File: src/max_pool_2d_window_top_defines.svh
// Assertion macros shared by the max pooling block.
// No dependencies; included by the modules that carry assertions.
`ifndef MAX_POOL_2D_WINDOW_TOP_DEFINES_SVH
`define MAX_POOL_2D_WINDOW_TOP_DEFINES_SVH

`ifndef SYNTH
// condition holds at every edge out of reset
`define MP2W_ASSERT_ALWAYS(label, clk, rst_n, cond) \
  label: assert property (@(posedge clk) disable iff (!rst_n) (cond)) \
    else $error("assertion failed");
// same-cycle implication
`define MP2W_ASSERT_IMPLY(label, clk, rst_n, ante, cons) \
  label: assert property (@(posedge clk) disable iff (!rst_n) (ante) |-> (cons)) \
    else $error("assertion failed");
// next-cycle implication
`define MP2W_ASSERT_NEXT(label, clk, rst_n, ante, cons) \
  label: assert property (@(posedge clk) disable iff (!rst_n) (ante) |=> (cons)) \
    else $error("assertion failed");
`else
`define MP2W_ASSERT_ALWAYS(label, clk, rst_n, cond)
`define MP2W_ASSERT_IMPLY(label, clk, rst_n, ante, cons)
`define MP2W_ASSERT_NEXT(label, clk, rst_n, ante, cons)
`endif

`endif

File: src/mp2w_pkg.sv
`timescale 1ns / 1ps
// Package for the max pooling block: sizes, field widths, codes and the
// controller/datapath command and status structs. No dependencies.
package mp2w_pkg;

  localparam int MAX_HEIGHT = 64;
  localparam int MAX_WIDTH  = 64;
  localparam int MAX_WINDOW = 8;

  // field widths
  localparam int COORD_W   = 6;
  localparam int VALUE_W   = 16;
  localparam int DIM_W     = 7;
  localparam int WCFG_W    = 4;
  localparam int CFG_IDX_W = 4;
  localparam int CFG_DAT_W = 7;

  // derived sizes
  localparam int ADDR_W = $clog2(MAX_HEIGHT * MAX_WIDTH);
  localparam int WIN_W  = $clog2(MAX_WINDOW + 1);
  localparam int CNT_W  = (MAX_WINDOW > 1) ? $clog2(MAX_WINDOW) : 1;
  localparam int POS_W  = COORD_W + WCFG_W + 1;
  localparam int LIM_W  = ($clog2(MAX_HEIGHT + 1) > $clog2(MAX_WIDTH + 1)) ?
                          $clog2(MAX_HEIGHT + 1) : $clog2(MAX_WIDTH + 1);

  // request codes
  localparam logic REQ_WRITE = 1'b0;
  localparam logic REQ_QUERY = 1'b1;

  // register indexes
  localparam logic [CFG_IDX_W-1:0] CFG_HEIGHT = 4'd0;
  localparam logic [CFG_IDX_W-1:0] CFG_WIDTH  = 4'd1;
  localparam logic [CFG_IDX_W-1:0] CFG_WINDOW = 4'd2;
  localparam logic [CFG_IDX_W-1:0] CFG_STEP   = 4'd3;

  localparam logic signed [VALUE_W-1:0] VALUE_MIN = {1'b1, {(VALUE_W-1){1'b0}}};

  typedef struct packed {
    logic write_en;
    logic query_load;
    logic scan_step;
  } mp2w_cmd_t;

  typedef struct packed {
    logic win_zero;
    logic scan_last;
  } mp2w_sts_t;

endpackage

File: src/mp2w_ctrl.sv
`timescale 1ns / 1ps
// Controller of the max pooling block: sequences one transaction at a time and
// drives the handshakes. Depends on mp2w_pkg and the assertion macro header.
`include "max_pool_2d_window_top_defines.svh"

module mp2w_ctrl
  import mp2w_pkg::*;
(
  input  logic      clk_i,
  input  logic      rst_ni,
  input  logic      req_valid_i,
  input  logic      req_type_i,
  output logic      req_ready_o,
  output logic      rsp_valid_o,
  input  logic      rsp_ready_i,
  input  mp2w_sts_t sts_i,
  output mp2w_cmd_t cmd_o
);

  typedef enum logic [1:0] {
    ST_IDLE,
    ST_SCAN,
    ST_DRAIN,
    ST_RESULT
  } state_e;

  state_e state_q;
  logic   in_ready_q;
  logic   out_valid_q;
  logic   in_fire;

  assign in_fire = req_valid_i && in_ready_q;

  assign cmd_o.write_en   = in_fire && (req_type_i == REQ_WRITE);
  assign cmd_o.query_load = in_fire && (req_type_i == REQ_QUERY);
  assign cmd_o.scan_step  = (state_q == ST_SCAN);

  assign req_ready_o = in_ready_q;
  assign rsp_valid_o = out_valid_q;

  always_ff @(posedge clk_i or negedge rst_ni) begin
    if (!rst_ni) begin
      state_q     <= ST_IDLE;
      in_ready_q  <= 1'b1;
      out_valid_q <= 1'b0;
    end else begin
      case (state_q)
        ST_IDLE: begin
          if (in_fire && (req_type_i == REQ_QUERY)) begin
            in_ready_q <= 1'b0;
            if (sts_i.win_zero) begin
              state_q     <= ST_RESULT;
              out_valid_q <= 1'b1;
            end else begin
              state_q <= ST_SCAN;
            end
          end
        end
        ST_SCAN: begin
          if (sts_i.scan_last) begin
            state_q <= ST_DRAIN;
          end
        end
        ST_DRAIN: begin
          // last read compares this cycle
          state_q     <= ST_RESULT;
          out_valid_q <= 1'b1;
        end
        ST_RESULT: begin
          if (rsp_ready_i) begin
            state_q     <= ST_IDLE;
            out_valid_q <= 1'b0;
            in_ready_q  <= 1'b1;
          end
        end
        default: begin
          state_q     <= ST_IDLE;
          in_ready_q  <= 1'b1;
          out_valid_q <= 1'b0;
        end
      endcase
    end
  end

  `MP2W_ASSERT_ALWAYS(a_ready_xor_result, clk_i, rst_ni, !(in_ready_q && out_valid_q))
  `MP2W_ASSERT_IMPLY(a_ready_only_idle, clk_i, rst_ni, in_ready_q, state_q == ST_IDLE)
  `MP2W_ASSERT_NEXT(a_query_starts_scan, clk_i, rst_ni, cmd_o.query_load && !sts_i.win_zero, state_q == ST_SCAN)
  `MP2W_ASSERT_NEXT(a_scan_ends, clk_i, rst_ni, (state_q == ST_SCAN) && sts_i.scan_last, state_q == ST_DRAIN)
  `MP2W_ASSERT_NEXT(a_drain_to_result, clk_i, rst_ni, state_q == ST_DRAIN, out_valid_q)

endmodule

File: config.mk
export PLATFORM = sky130hd
export DESIGN_NAME = mp2w_ctrl
export DESIGN_NICKNAME = d
export VERILOG_FILES = /design/src/mp2w_pkg.sv /design/src/mp2w_ctrl.sv
export VERILOG_INCLUDE_DIRS = /design/src /design/src/src
export SDC_FILE = /design/constraint.sdc
export NUM_CORES = 1
export LEC_CHECK = 0
export ABC_CLOCK_PERIOD_IN_PS = 1800
export BUFFER_PORTS_ARGS = -buffer_cell sky130_fd_sc_hd__buf_2
export CORE_AREA = 2 2 39 41
export CTS_CLUSTER_SIZE = 20
export DETAILED_ROUTE_END_ITERATION = 16
export DIE_AREA = 0 0 41 43
export HOLD_SLACK_MARGIN = 0.1
export PLACE_DENSITY = 0.5
export RECOVER_POWER = 100
export REMOVE_ABC_BUFFERS = 1
export SETUP_SLACK_MARGIN = 0.05
export SKIP_CTS_REPAIR_TIMING = 1
export SLEW_MARGIN = 20
export SYNTH_ARGS = -nofsm -noshare
export SYNTH_HDL_FRONTEND = slang
export SYNTH_SLANG_ARGS = --single-unit
File: constraint.sdc
create_clock -name clk_i -period 1.8 [get_ports clk_i]
set_input_delay 0.09 -clock clk_i [delete_from_list [all_inputs] [get_ports clk_i]]
set_output_delay 0.09 -clock clk_i [all_outputs]
set_load 0.02 [all_outputs]
==> results.yml <==
setup_path:
  worst_setup_path_end_kind: "register"
  critical_path_peak_fanout: 5
  worst-setup-path-type: "register to register"
  required_ns: 1.95
  critical_path.startpoint_type: "register"
  critPathArrivalTime_ns: 1.65
global_routing:
  grt_antenna_before_repair: 0
  grt_start_max_net_pins: 7
  grt.overflow.total: 0
  via_count_of_the_first_global_routing_pass: 230
  all_layer_gr_usage: 0.0812
  grt_first_pass_wirelength_um: 828
layout:
  mostFrequentLayoutCells: "7 x sky130_fd_sc_hd__clkbuf_1, 6 x sky130_fd_sc_hd__ha_1, 5 x sky130_fd_sc_hd__buf_2, 4 x sky130_fd_sc_hd__inv_1"
  final_cell_area_um2: 407
  final_common_cell: "sky130_fd_sc_hd__clkbuf_1"
  drive_gt1_frac: 0.208
  areaGrowthSynthToFinish_pct: 34.3
  final_nets: 62
  num_antenna_cells: 0
logic_synthesis:
  yosys_warnings: 0
  synth_seq_cells: 4
  syn-instance-count: 32
  ys_seq_area_frac: 0.335
  post_synth_instance_area_um2: 303
  synth.lib_cells_used.distinct: 17
  syn_avg_cell_area_um2: 9.46
sta:
  layout_setup_ws_ns: 0.305
  hold_viol: 0
  timing.max_slew.rel_slack: 0.693
  slew_violations: 0
  max_freq_ghz: 0.669
  finalHoldWorstSlack_ns: 0.155
  setup_viol_count_final: 0
  post-route-period-util: 0.831
  worst_max_slew_pin_slew_ns: 0.460
  final_period_minus_worst_setup_slack_ns: 1.50
  setup-tns-final_ns: 0
  clock-skew-final_ns: 0.00284
  rsz0062_at_grt: "no"
power_and_ir_drop:
  power.ir.vdd_worst_v: 0.000317
  total_power_mw: 0.669
  p_leak_nw: 0.207
  power_density_cells_nw_per_um2: 1650
clocking:
  cts_max_level: 1
  number_of_buffers_created_by_cts: 3
  clock_sinks: 4
  worst_setup_hold_path_clk_slew_ns: 0.04
  cts_tree: "built"
  worst_skew_pair.late_latency_ns: 0.24
  cts_buffer_depth: 2
  clockRootBuffer: "sky130_fd_sc_hd__clkbuf_4"
placed_design:
  dp_hpwl_um: 496
  post_dp_cell_area_um2: 378
  place.gp.congestion: 0.716
  dpl_worst_slack_ns: 0.262
  numPortBuffers: 11
detailed_routing:
  first_pass_iters: 4
  vias_per_cell: 4.16
  vias: 266
  final_antenna_net_count: 0
  detail_route.wirelength_um: 624
  routed_wirelength_normalized_by_instance_count_um: 9.75
  drt_drc: 0
  drt_iter0_markers: 6
min_path:
  holdCritPathClass: "input port to register"
floorplanning:
  placement_rows: 14
  die-height_um: 43
  die-area_um2: 1760
  io_pins: 12
  dieWidth_um: 41
  floorplan.core_area_um2: 1380
  initial_utilization: 0.219
run_status:
  run_status: "completed"
job:
  max-cap-violations: 0
[layout make-up]
type | count | area, um^2
Timing Repair Buffer | 12 | 57.6
Clock buffer | 4 | 26.3
Fill cell | 159 | 977
Inverter | 6 | 23.8
Sequential cell | 4 | 101
Tap cell | 16 | 20.0
Multi-Input combinational cell | 22 | 178
[synthesized netlist by cell type (all sizes together)]
library cell / n / share of area
dfrtp: 3 / 0.25
a222oi: 1 / 0.033
dfstp: 1 / 0.087
inv: 4 / 0.050
a211o: 1 / 0.029
mux2i: 3 / 0.099
nor2: 2 / 0.025
clkinvlp: 1 / 0.017
nand3: 1 / 0.017
a21oi: 2 / 0.033
nand2: 2 / 0.025
nand4: 1 / 0.021
ha: 6 / 0.25
clkinv: 1 / 0.012
o21ai: 2 / 0.033
a211oi: 1 / 0.025
[metal layers]
metal | up-vias | part of all wire | GRT usage
li1 | 143 | - | -
met1 | 111 | 0.44 | 0.0673
met2 | 10 | 0.46 | 0.113
met3 | 2 | 0.075 | 0.0314
met4 | 0 | 0.021 | 0.120
met5 | - | 0 | 0
[per-stage QoR]
stage	utilization	cells
4_1_cts	0.292	63
2_1_floorplan	-	32
3_5_place_dp	0.273	59
5_1_grt	0.294	64
3_3_place_gp	0.273	59
6_report	0.294	64
[sequential cells by signal, summed over array words and instances (netlist names)]
| register | flops |
|---|---|
| rsp_valid_o | 1 |
| req_ready_o | 1 |
| state_q | 2 |
[cells by family (layout without fill, tap and decap cells)]
group / after synthesis / count (layout) / share of synthesized area
adder cells (fa/ha/maj): 6 / 6 / 0.248
AO/OA/AOI/OAI: 7 / 7 / 0.153
multiplexers: 3 / 3 / 0.0992
buffers and inverters: 6 / 22 / 0.0785
flip-flops: 4 / 4 / 0.335
AND/OR/NAND/NOR: 6 / 6 / 0.0868
[worst max-delay path, stage by stage (launching register included)]
cell                       delay [ns]
sky130_fd_sc_hd__dfrtp_1         0.37
sky130_fd_sc_hd__inv_1           0.11
sky130_fd_sc_hd__ha_1            0.21
sky130_fd_sc_hd__a222oi_1        0.46
sky130_fd_sc_hd__mux2i_1         0.26
[report_power, final]
group	internal (mW)	switching [mW]	leakage, nW
registers	0.144	0.0405	0.0443
clock network	0.0835	0.0414	0.0150
logic	0.150	0.210	0.148
total	0.378	0.292	0.207
[path summary, 6_finish.rpt]
check | startpoint | to | slack (ns) | cells past startpoint
worst max register to register | state_q[1] | state_q[1] | 0.30 | 4
worst min-delay path | rsp_ready_i | req_ready_o | 0.16 | 3
worst max-delay path | state_q[1] | state_q[1] | 0.30 | 4
max in group asynchronous | rst_ni | req_ready_o | 1.33 | 2
min in group asynchronous | rst_ni | state_q[1] | 0.21 | 2
worst min register to register | req_ready_o | req_ready_o | 0.53 | 2
(Power assumes the default switching activity.)
